--- config.mk ---
export PLATFORM = sky130hd
export DESIGN_NAME = multi_motor_speed_sync_unit
export DESIGN_NICKNAME = d
export VERILOG_FILES = /design/src/design/mssu_pkg.sv /design/src/design/mssu_lane.sv /design/src/design/mssu_merge.sv /design/src/design/multi_motor_speed_sync_unit.sv
export SDC_FILE = /design/constraint.sdc
export NUM_CORES = 2
export LEC_CHECK = 0
export ABC_AREA = 1
export ABC_CLOCK_PERIOD_IN_PS = 15500
export BUFFER_PORTS_ARGS = -buffer_cell sky130_fd_sc_hd__buf_2
export CAP_MARGIN = 15
export CELL_PAD_IN_SITES_DETAIL_PLACEMENT = 0
export CELL_PAD_IN_SITES_GLOBAL_PLACEMENT = 1
export CORE_MARGIN = 2
export CORE_UTILIZATION = 30
export DETAILED_ROUTE_END_ITERATION = 8
export PLACE_DENSITY_LB_ADDON = 0.1
export SETUP_SLACK_MARGIN = 0.4
export SYNTH_ARGS = -nofsm -noshare
export SYNTH_HDL_FRONTEND = slang
export SYNTH_SLANG_ARGS = --single-unit
--- constraint.sdc ---
create_clock -name clk -period 15.5 [get_ports clk]
set_input_delay 3.1 -clock clk [delete_from_list [all_inputs] [get_ports clk]]
set_output_delay 3.1 -clock clk [all_outputs]
set_load 0.1 [all_outputs]
--- src/design/mssu_pkg.sv ---
// shared types and constants of the motor speed sync unit
`default_nettype none

package mssu_pkg;

  localparam int unsigned MAX_MOTORS  = 4;
  localparam int unsigned MOTORS_DFLT = 4;
  localparam int unsigned SPEED_W     = 16;
  localparam int unsigned SMOOTH_W    = 15;
  localparam int unsigned CNT_W       = 17;
  localparam int unsigned COEF_W      = 16;
  localparam int unsigned THR_W       = 31;
  localparam int unsigned MASK_W      = 4;
  localparam int unsigned CFG_IDX_W   = 2;

  localparam int unsigned IN_TDATA_W  = 96;
  localparam int unsigned OUT_FIELD_W = 34;
  localparam int unsigned OUT_TDATA_W = 40;

  localparam logic [COEF_W-1:0] GAIN_RST  = 16'd6554;
  localparam logic [COEF_W-1:0] FRAC_RST  = 16'd32768;
  localparam logic [COEF_W-1:0] TICKS_RST = 16'd10;

  localparam logic [CFG_IDX_W-1:0] REG_GAIN  = 2'd0;
  localparam logic [CFG_IDX_W-1:0] REG_FRAC  = 2'd1;
  localparam logic [CFG_IDX_W-1:0] REG_TICKS = 2'd2;

  typedef enum logic [1:0] {
    KIND_OK,
    KIND_INVALID,
    KIND_CLEAR
  } kind_t;

  typedef struct packed {
    logic              load;
    kind_t             load_kind;
    logic              move;
    kind_t             move_kind;
    logic [COEF_W-1:0] gain;
    logic [COEF_W-1:0] ticks;
    logic [THR_W-1:0]  thr;
  } lane_ctl_t;

  typedef struct packed {
    logic                status;
    logic [SMOOTH_W-1:0] sync;
    logic [SMOOTH_W-1:0] setpoint;
    logic [MASK_W-1:0]   mask;
  } merge_res_t;

endpackage

`default_nettype wire

--- src/design/mssu_lane.sv ---
// one motor lane: ema smoothing, low-speed counter and fault flag
`default_nettype none

module mssu_lane
  import mssu_pkg::*;
(
  input  wire logic                clk,
  input  wire logic                rst_n,
  input  wire lane_ctl_t           ctl,
  input  wire logic [SPEED_W-1:0]  speed_raw,
  output logic      [SMOOTH_W-1:0] sm_o,
  output logic                     flt_o
);

  logic [SMOOTH_W-1:0] sm_r, sm_nxt;
  logic [SMOOTH_W-1:0] s2_sm_r;
  logic [CNT_W-1:0]    cnt_r, cnt_nxt;
  logic                flt_r, flt_nxt;

  logic [SMOOTH_W-1:0]   v;
  logic signed [16:0]    gain_s;
  logic signed [15:0]    diff;
  logic signed [32:0]    prod;
  logic signed [16:0]    sum;
  logic                  low;
  logic [CNT_W-1:0]      limit;

  // negative speeds count as standstill
  assign v = speed_raw[SPEED_W-1] ? '0 : speed_raw[SMOOTH_W-1:0];

  // old + floor(gain * (v - old) / 2^16)
  always_comb begin
    gain_s = $signed({1'b0, ctl.gain});
    diff   = $signed({1'b0, v}) - $signed({1'b0, sm_r});
    prod   = 33'(gain_s) * 33'(diff);
    sum    = $signed({2'b00, sm_r}) + prod[32:16];
  end

  always_comb begin
    sm_nxt = sm_r;
    if (ctl.load) begin
      case (ctl.load_kind)
        KIND_OK:    sm_nxt = sum[SMOOTH_W-1:0];
        KIND_CLEAR: sm_nxt = '0;
        default:    sm_nxt = sm_r;
      endcase
    end
  end

  // sm_r holds the value of the item sitting in the first stage
  assign low   = {sm_r, 16'b0} < ctl.thr;
  assign limit = {1'b0, ctl.ticks} + 17'd1;

  always_comb begin
    cnt_nxt = cnt_r;
    flt_nxt = flt_r;
    if (ctl.move) begin
      case (ctl.move_kind)
        KIND_OK: begin
          if (low) begin
            if (cnt_r < limit) begin
              cnt_nxt = cnt_r + 17'd1;
            end
          end else begin
            cnt_nxt = '0;
            flt_nxt = 1'b0;
          end
          if (cnt_nxt >= {1'b0, ctl.ticks}) begin
            flt_nxt = 1'b1;
          end
        end
        KIND_CLEAR: begin
          cnt_nxt = '0;
          flt_nxt = 1'b0;
        end
        default: begin
          cnt_nxt = cnt_r;
          flt_nxt = flt_r;
        end
      endcase
    end
  end

  always_ff @(posedge clk) begin
    if (!rst_n) begin
      sm_r  <= '0;
      cnt_r <= '0;
      flt_r <= 1'b0;
    end else begin
      sm_r  <= sm_nxt;
      cnt_r <= cnt_nxt;
      flt_r <= flt_nxt;
    end
  end

  always_ff @(posedge clk) begin
    if (ctl.move) begin
      s2_sm_r <= sm_r;
    end
  end

  assign sm_o  = s2_sm_r;
  assign flt_o = flt_r;

endmodule

`default_nettype wire

--- src/design/mssu_merge.sv ---
// merge of the lanes: minimum over healthy motors and result fields
`default_nettype none

module mssu_merge
  import mssu_pkg::*;
#(
  parameter int unsigned MOTORS = MOTORS_DFLT
) (
  input  wire kind_t               kind,
  input  wire logic [SMOOTH_W-1:0] cmd,
  input  wire logic [SMOOTH_W-1:0] sm [MAX_MOTORS],
  input  wire logic [MASK_W-1:0]   flt,
  input  wire logic [SMOOTH_W-1:0] last_sync,
  output merge_res_t               res
);

  logic [SMOOTH_W-1:0] sync;
  logic                any;

  // falls back to the commanded speed when every motor is faulted
  always_comb begin
    sync = cmd;
    any  = 1'b0;
    for (int i = 0; i < MAX_MOTORS; i++) begin
      if (i < MOTORS && !flt[i] && (!any || sm[i] < sync)) begin
        sync = sm[i];
        any  = 1'b1;
      end
    end
  end

  always_comb begin
    case (kind)
      KIND_OK: begin
        res.status   = 1'b0;
        res.sync     = sync;
        res.setpoint = (cmd < sync) ? cmd : sync;
        res.mask     = flt;
      end
      KIND_INVALID: begin
        res.status   = 1'b1;
        res.sync     = last_sync;
        res.setpoint = '0;
        res.mask     = flt;
      end
      default: begin
        res.status   = 1'b0;
        res.sync     = '0;
        res.setpoint = '0;
        res.mask     = '0;
      end
    endcase
  end

endmodule

`default_nettype wire

--- src/design/multi_motor_speed_sync_unit.sv ---
// top level of the multi-motor speed sync unit
//
// input beats (in_*): in_tuser is the request kind, 0 update, 1 clear of all
// stored state; in_tdata carries four signed q8.8 speeds, the commanded speed
// and the step time. a negative command or a zero step time gives an invalid
// result and leaves the state alone.
// result beats (out_*): out_tuser is the status bit, out_tdata holds sync speed,
// setpoint and fault mask. exactly one result beat per input beat, in order.
// config writes (cfg_*): index 0 smoothing gain, 1 fault fraction, 2 fault
// ticks, index 3 is dropped; cfg_ready is always high. write only while idle.
// pipeline: three stages, one beat per cycle while out_tready is high. stage one
// does the ema multiply per lane, stage two the fault counters, stage three the min
// merge into the output register, whose valid bit drives out_tvalid.
// each stage fills independently, so new beats are taken while a result waits;
// with out_tready low the three stages fill and in_tready drops until it returns.
// reset clears all motor state, the pipeline and the registers to their
// defaults; in_tready is high from the first cycle out of reset.
`default_nettype none

module multi_motor_speed_sync_unit
  import mssu_pkg::*;
#(
  parameter int unsigned MOTORS = MOTORS_DFLT
) (
  input  wire logic                   clk,
  input  wire logic                   rst_n,
  // speed_0..speed_3, commanded_speed, step_time, 16 bits each
  input  wire logic [IN_TDATA_W-1:0]  in_tdata,
  // req_type
  input  wire logic                   in_tuser,
  input  wire logic                   in_tvalid,
  output logic                        in_tready,
  // sync_speed[14:0], setpoint[29:15], fault_mask[33:30], zero fill
  output logic [OUT_TDATA_W-1:0]      out_tdata,
  // status
  output logic                        out_tuser,
  output logic                        out_tvalid,
  input  wire logic                   out_tready,
  input  wire logic                   cfg_valid,
  output logic                        cfg_ready,
  input  wire logic [CFG_IDX_W-1:0]   cfg_index,
  input  wire logic [COEF_W-1:0]      cfg_data
);

  // config registers
  logic [COEF_W-1:0] gain_r, frac_r, ticks_r;

  // stage valid bits and handshake
  logic v1_r, v2_r, v3_r;
  logic ready1, ready2, ready3;
  logic load1, move12, move23;

  // stage payload
  kind_t               s1_kind_r, s2_kind_r, in_kind;
  logic [SMOOTH_W-1:0] s1_cmd_r, s2_cmd_r;
  logic [THR_W-1:0]    s1_thr_r;
  logic [SPEED_W-1:0]  in_cmd, in_step;

  // output register and sync memory
  merge_res_t          res, out_r;
  logic [SMOOTH_W-1:0] last_sync_r;

  lane_ctl_t           ctl;
  logic [SMOOTH_W-1:0] lane_sm [MAX_MOTORS];
  logic [MASK_W-1:0]   lane_flt;

  assign cfg_ready = 1'b1;

  always_ff @(posedge clk) begin
    if (!rst_n) begin
      gain_r  <= GAIN_RST;
      frac_r  <= FRAC_RST;
      ticks_r <= TICKS_RST;
    end else if (cfg_valid) begin
      case (cfg_index)
        REG_GAIN:  gain_r  <= cfg_data;
        REG_FRAC:  frac_r  <= cfg_data;
        REG_TICKS: ticks_r <= cfg_data;
        default:   ;
      endcase
    end
  end

  // each stage takes a beat when empty or when its content moves on
  assign ready3    = !v3_r || out_tready;
  assign ready2    = !v2_r || ready3;
  assign ready1    = !v1_r || ready2;
  assign in_tready = ready1;
  assign load1     = in_tvalid && ready1;
  assign move12    = v1_r && ready2;
  assign move23    = v2_r && ready3;

  always_ff @(posedge clk) begin
    if (!rst_n) begin
      v1_r <= 1'b0;
      v2_r <= 1'b0;
      v3_r <= 1'b0;
    end else begin
      v1_r <= load1 || (v1_r && !ready2);
      v2_r <= move12 || (v2_r && !ready3);
      v3_r <= move23 || (v3_r && !out_tready);
    end
  end

  // request classification at the input
  assign in_cmd  = in_tdata[4*SPEED_W +: SPEED_W];
  assign in_step = in_tdata[5*SPEED_W +: SPEED_W];

  always_comb begin
    if (in_tuser) begin
      in_kind = KIND_CLEAR;
    end else if (in_cmd[SPEED_W-1] || in_step == '0) begin
      in_kind = KIND_INVALID;
    end else begin
      in_kind = KIND_OK;
    end
  end

  // threshold product is registered before the lane compare
  always_ff @(posedge clk) begin
    if (load1) begin
      s1_kind_r <= in_kind;
      s1_cmd_r  <= in_cmd[SMOOTH_W-1:0];
      s1_thr_r  <= THR_W'(frac_r) * THR_W'(in_cmd[SMOOTH_W-1:0]);
    end
    if (move12) begin
      s2_kind_r <= s1_kind_r;
      s2_cmd_r  <= s1_cmd_r;
    end
  end

  always_comb begin
    ctl.load      = load1;
    ctl.load_kind = in_kind;
    ctl.move      = move12;
    ctl.move_kind = s1_kind_r;
    ctl.gain      = gain_r;
    ctl.ticks     = ticks_r;
    ctl.thr       = s1_thr_r;
  end

  // one lane per motor; missing motors read as faulted-free zeros
  for (genvar g = 0; g < MAX_MOTORS; g++) begin : g_lane
    if (g < MOTORS) begin : g_on
      mssu_lane u_lane (
        .clk       (clk),
        .rst_n     (rst_n),
        .ctl       (ctl),
        .speed_raw (in_tdata[g*SPEED_W +: SPEED_W]),
        .sm_o      (lane_sm[g]),
        .flt_o     (lane_flt[g])
      );
    end else begin : g_off
      assign lane_sm[g]  = '0;
      assign lane_flt[g] = 1'b0;
    end
  end

  mssu_merge #(
    .MOTORS (MOTORS)
  ) u_merge (
    .kind      (s2_kind_r),
    .cmd       (s2_cmd_r),
    .sm        (lane_sm),
    .flt       (lane_flt),
    .last_sync (last_sync_r),
    .res       (res)
  );

  always_ff @(posedge clk) begin
    if (move23) begin
      out_r <= res;
    end
  end

  // last sync is reported by invalid requests
  always_ff @(posedge clk) begin
    if (!rst_n) begin
      last_sync_r <= '0;
    end else if (move23) begin
      case (s2_kind_r)
        KIND_OK:    last_sync_r <= res.sync;
        KIND_CLEAR: last_sync_r <= '0;
        default:    last_sync_r <= last_sync_r;
      endcase
    end
  end

  assign out_tvalid = v3_r;
  assign out_tuser  = out_r.status;
  assign out_tdata  = {{(OUT_TDATA_W-OUT_FIELD_W){1'b0}},
                       out_r.mask, out_r.setpoint, out_r.sync};

endmodule

`default_nettype wire

After elaboration in Yosys (flattened, before gate mapping). Cells that the tools add are included.

Register bits after elaboration: 358. Input bits: 120. Output and inout port bits: 44. Logic and storage cells: 176.

Add/sub/neg operators: 13. Multipliers: 5. $lt $le $gt $ge: 16. Equal/unequal tests: 10. Multiplexer cells: 52. Reductions and logical operators: 48.

Operators with widths (count): 17-bit two-way mux (16); 15-bit one-hot mux with 2 select lines (5); 17-bit one-hot mux with 2 select lines (4); 15-bit two-way mux (9); 31-bit less-than comparator (4); 17-bit by 16-bit multiplier with 31-bit output (4); 35-bit one-hot mux with 2 select lines (1); 17-bit by 1-bit adder with 17-bit output, second input constant (4); 17-bit by 16-bit >= comparator with 1-bit output (4); 17-bit less-than comparator (4); 15-bit by 15-bit subtractor with 16-bit output (4); 15-bit adder (4); 15-bit less-than comparator (4); 16-bit by 15-bit multiplier with 31-bit output (1); 16-bit by 1-bit adder with 17-bit output, second input constant (1); 16-bit logical NOT (1); 1-bit two-way mux (12); 3-bit != test, second input constant (4); 2-bit AND reduction (6); 3-bit AND reduction (4); 1-bit logical NOT (11); 1-bit logical OR (10); 1-bit logical AND (9); 2-bit equality test, second input constant (4); other kinds (5) (14).

Logic depth before layout (Yosys ltp).
Word-level depth: 17. Mapped depth: 72. Gate-level depth less buffers: 72.

Modules after synthesis. Synthesis repeated with hierarchy kept, for this count alone.

Cell total of the unflattened synthesis: 9573. Area total of the unflattened synthesis: 71245.8 µm².

Modules (own cells, without submodules): multi_motor_speed_sync_unit (instances 1, cells an instance 1698, area each 14362.5 µm², sequential area each 4324.1 µm²); mssu_lane at g_lane[2].g_on.u_lane (instances 1, cells an instance 1880, area each 13718.2 µm², sequential area each 1111.1 µm²); mssu_lane at g_lane[0].g_on.u_lane (instances 1, cells an instance 1866, area each 13691.9 µm², sequential area each 1111.1 µm²); mssu_lane at g_lane[1].g_on.u_lane (instances 1, cells an instance 1867, area each 13616.8 µm², sequential area each 1111.1 µm²); mssu_lane at g_lane[3].g_on.u_lane (instances 1, cells an instance 1845, area each 13500.4 µm², sequential area each 1111.1 µm²); mssu_merge (instances 1, cells an instance 417, area each 2356.0 µm², sequential area each 0.0 µm²).

Worst setup path before layout. Ideal clock, no wire load.

Path kind: input -> register. From: input in_tdata[31]. To: register g_lane[1].g_on.u_lane.sm_r[14]. Arrival time: 12.465 ns. Data required time: 15.368 ns. Setup slack: 2.903 ns. Stages on the path: 72. Buffers on the path: 0. Path through: inv_1 > nand2_1 > ha_1 > inv_1 > fa_1 > nand3_1 > nand2_1 > a21oi_1 > o21ai_0 > nand2_1 > nand2_1 > a21oi_1 > or2_2 > nand2_1 > a21oi_1 > inv_1 > nand2_1 > nand2_1 > [36 not listed] > nor2_1 > nor2_1 > nor2_1 > nor2_1 > nor2_1 > o21ai_0 > nand2_1 > nand3_1 > nand2_1 > a21oi_1 > nor2_1 > nor2_1 > xnor2_1 > xor2_1 > xor2_1 > a21oi_1 > o21ai_0 > a21oi_1.

Cells in the longest elaborated chain, start to end: 5.

RTL lines: start, declared (RTL line multi_motor_speed_sync_unit.sv:28) `input wire logic [IN_TDATA_W-1:0] in_tdata,`; 15-bit two-way mux (RTL line mssu_lane.sv:29) `assign v = speed_raw[SPEED_W-1] ? '0 : speed_raw[SMOOTH_W-1:0];`; 15-bit by 15-bit subtractor with 16-bit output (RTL line mssu_lane.sv:34) `diff = $signed({1'b0, v}) - $signed({1'b0, sm_r});`; 17-bit by 16-bit multiplier with 31-bit output (RTL line mssu_lane.sv:35) `prod = 33'(gain_s) * 33'(diff);`; 15-bit adder (RTL line mssu_lane.sv:36) `sum = $signed({2'b00, sm_r}) + prod[32:16];`; 15-bit one-hot mux with 2 select lines (RTL line mssu_lane.sv:42) `case (ctl.load_kind)`; end signal, assigned (RTL line mssu_lane.sv:90) `sm_r <= sm_nxt;`; end, declared (RTL line mssu_lane.sv:15) `logic [SMOOTH_W-1:0] sm_r, sm_nxt;`.

Every way passes these cells. A chain may end at the register's enable or synchronous reset.

Final worst setup path.
From: input in_tdata[47]. To: register g_lane[2].g_on.u_lane.sm_r[14].

Cells in the longest elaborated chain, start to end: 5.

RTL lines (RTL line): 15-bit two-way mux (mssu_lane.sv:29); 15-bit by 15-bit subtractor with 16-bit output (mssu_lane.sv:34); 17-bit by 16-bit multiplier with 31-bit output (mssu_lane.sv:35); 15-bit adder (mssu_lane.sv:36); 15-bit one-hot mux with 2 select lines (mssu_lane.sv:42); end signal, assigned (mssu_lane.sv:90); end, declared (mssu_lane.sv:15).

Every way passes these cells.

==> run summary <==
CP max FO: 15
Mapped Avg Cell Area: 7.961 sq um
initial antenna violation count: 18
synth unique cells: 55
grt ovf: 0
Syn Inst Count: 8062
Startpoint Class: primary input
Vias: 52320
crit end category: register
first drt pass iteration count: 7
skew final: 0.04103 ns
Die Area: 0.2177 sq mm
CP peak stage delay: 0.50 ns
largest net degree at the start of global routing: 73
number of cells on the critical path: 65
share of cells above drive strength 1: 0.05836
first-pass GRT wire length: 366700 microns
crit path DAT: 14.33 ns
Buf/Inv on CP: 13
commonest non-fill, non-tap cells in the layout: inv_1, nand2_1, fa_1
Inserted Clock Buffers: 45
Nets: 10130
Synth Flop Type: dfxtp_1
commonest non-fill, non-tap cell in the layout: inv_1
Hold Crit Depth: 0
Inst Count DP: 10930
vias in the first global route: 55110
Max Used Layer: met5
Crit path max-delay family: adder cells
Setup CP Type: in -> reg
RR Startpoint: g_lane[3].g_on.u_lane.sm_r[1]
hold endpoint: s2_cmd_r[7]
Ys Warns: 0
number of routed nets with antenna violations: 0
Hold Path Origin: s1_cmd_r[7]
port buffer count: 156
max-cap violation count: 0
wire length per cell: 22.28 microns
Ports: 164
sequential share of the synthesized area: 0.1366
CP required: 15.98 ns
Chip Width: 466.5 microns
met3 WL post-DR: 7486 microns
EDFF count, synth: 160
Clk Latency, worst-skew pair: 0.63 ns
Post-synth ARST share: 0
post-CTS setup buffer count: 0
r2r worst-path depth: 67
CP max-delay cell: fa_1
fin crit period: 13.85 ns
CP startpoint: in_tdata[47]
hold crit path type: reg -> reg
P&R area growth vs syn: 9.330%
Worst Tran Pin Value: 1.294 ns
FMAX: 72.19 MHz
clock sinks: 358
Final Hold Viols: 0
Via density: 4.750
CTS tree: done
final worst-path cycle share: 0.8937
initial core utilization: 0.3023
WL met2: 119100 microns
Final Wtd Congestion: 0.8811
status: complete, no violations
Detailed Route WL: 245400 microns
DRT iter0 DRCs: 2820
Final Max Slew Viols: 0
RSZ-0062 raised after global routing: no
GRT Total Usage: 0.2277
deepest clock path buffer count: 3
reg2reg end: g_lane[3].g_on.u_lane.sm_r[14]
CTS H-tree depth: 2
std cell rows: 169
clock-pin slew on the worst setup and hold paths: 0.06 ns
Slew HR: 0.1280
core area: 0.2123 sq mm
M1 WL: 113500 microns
#FFs+latches synth: 358
Setup-failing EPs final: 0
r2r setup slk: 3.95 ns
post-detail-place hpwl: 198500 microns
Mapped Area: 0.06418 sq mm
non-filler cells, final: 11020
chip height: 466.5 microns
setup TNS: 0 ns
Root Buffer: clkbuf_16
remaining routing DRC violations: 0
## metal layers
layer,vias to the layer above,global-route usage
li1,24830,-
met1,26440,0.3111
met2,853,0.3930
met3,199,0.01719
met4,2,0.04560
met5,-,0.004831
## Yosys cell counts (22+ instances only)
cell      count  area share
inv_1      1821        0.11
nand2_1    1618       0.095
fa_1        960        0.30
ha_1        896        0.17
nor2_1      762       0.045
a21oi_1     500       0.039
clkbuf_1    236       0.014
o21ai_0     212       0.017
dfxtp_1     198       0.062
edfxtp_1    160       0.075
xor2_1       93       0.013
nand3_1      89      0.0069
nor3_1       67      0.0052
xnor2_1      53      0.0072
nand4_1      35      0.0034
or2_2        35      0.0034
a31oi_1      23      0.0022
clkinv_1     22      0.0013
## per-stage QoR
| stage | hold slack, ns | util | setup slack [ns] | cell area (sq um) |
|---|---|---|---|---|
| 4_1_cts | 0.4188 | 0.3305 | 1.431 | 70160 |
| 3_5_place_dp | 0.4045 | 0.3233 | 0.7787 | 68630 |
| 3_3_place_gp | 0.4033 | 0.3233 | 0.7556 | 68630 |
| 6_report | 0.4180 | 0.3305 | 1.647 | 70170 |
| 5_1_grt | 0.4231 | 0.3305 | 0.4666 | 70170 |
| 2_1_floorplan | 0.4003 | - | 2.903 | 64200 |
## flip-flops by register name, summed over array words and instances, names as in the netlist
register,flops
frac_r,16
g_lane.g_on.u_lane.cnt_r,68
g_lane.g_on.u_lane.flt_o,4
g_lane.g_on.u_lane.sm_o,60
g_lane.g_on.u_lane.sm_r,60
gain_r,16
last_sync_r,15
out_tdata,34
out_tuser,1
out_tvalid,1
s1_cmd_r,15
s1_kind_r,2
s1_thr_r,31
s2_cmd_r,15
s2_kind_r,2
ticks_r,16
v1_r,1
v2_r,1
## final cells by class
type	instances	area [sq um]
antenna	5	12.51
inverter	1848	6940
fill	22890	142100
sequential	358	8787
clock buffer	55	1204
multi-input combinational	5596	47470
clock inverter	27	326.6
tap	2821	3530
timing repair buffer	306	1907
## worst max-delay path by stage
stage                                     endpoint  slack (ns)
global route        g_lane[2].g_on.u_lane.sm_r[14]        0.47
CTS                 g_lane[2].g_on.u_lane.sm_r[14]        1.43
floorplan           g_lane[1].g_on.u_lane.sm_r[14]        2.90
detailed placement  g_lane[2].g_on.u_lane.sm_r[14]        0.78
global placement    g_lane[1].g_on.u_lane.sm_r[14]        0.76
finish              g_lane[2].g_on.u_lane.sm_r[14]        1.65
## kinds of logic after synthesis
family / count (synthesis) / share of synthesized area
AOI/OAI and AO/OA: 907 / 0.07780
xor gates and xnor gates: 146 / 0.01992
adders and majority gates: 1856 / 0.4741
buffers and inverters: 2113 / 0.1246
DFF: 358 / 0.1366
muxes: 17 / 0.002651
other: 2 / 0.0001170
and+or+nand+nor: 2663 / 0.1642
## worst register-to-register path, delay by kind of cell, from the launching register on
family	cells	cell delay, ns
simple gates	25	2.62
xor+xnor	2	0.23
flops	1	0.58
fa+ha+maj	9	3.93
compound gates	18	2.85
buf+inv	13	1.20
## repair_timing
item / CTS / global route
hold buffers: 0 / 0
resized for setup: 0 / 2
endpoints found under the setup margin: 0 / 1
Power is left out: the tool's default activity adds up to more than one toggle a clock period on the data nets, which glitch-free logic cannot reach.
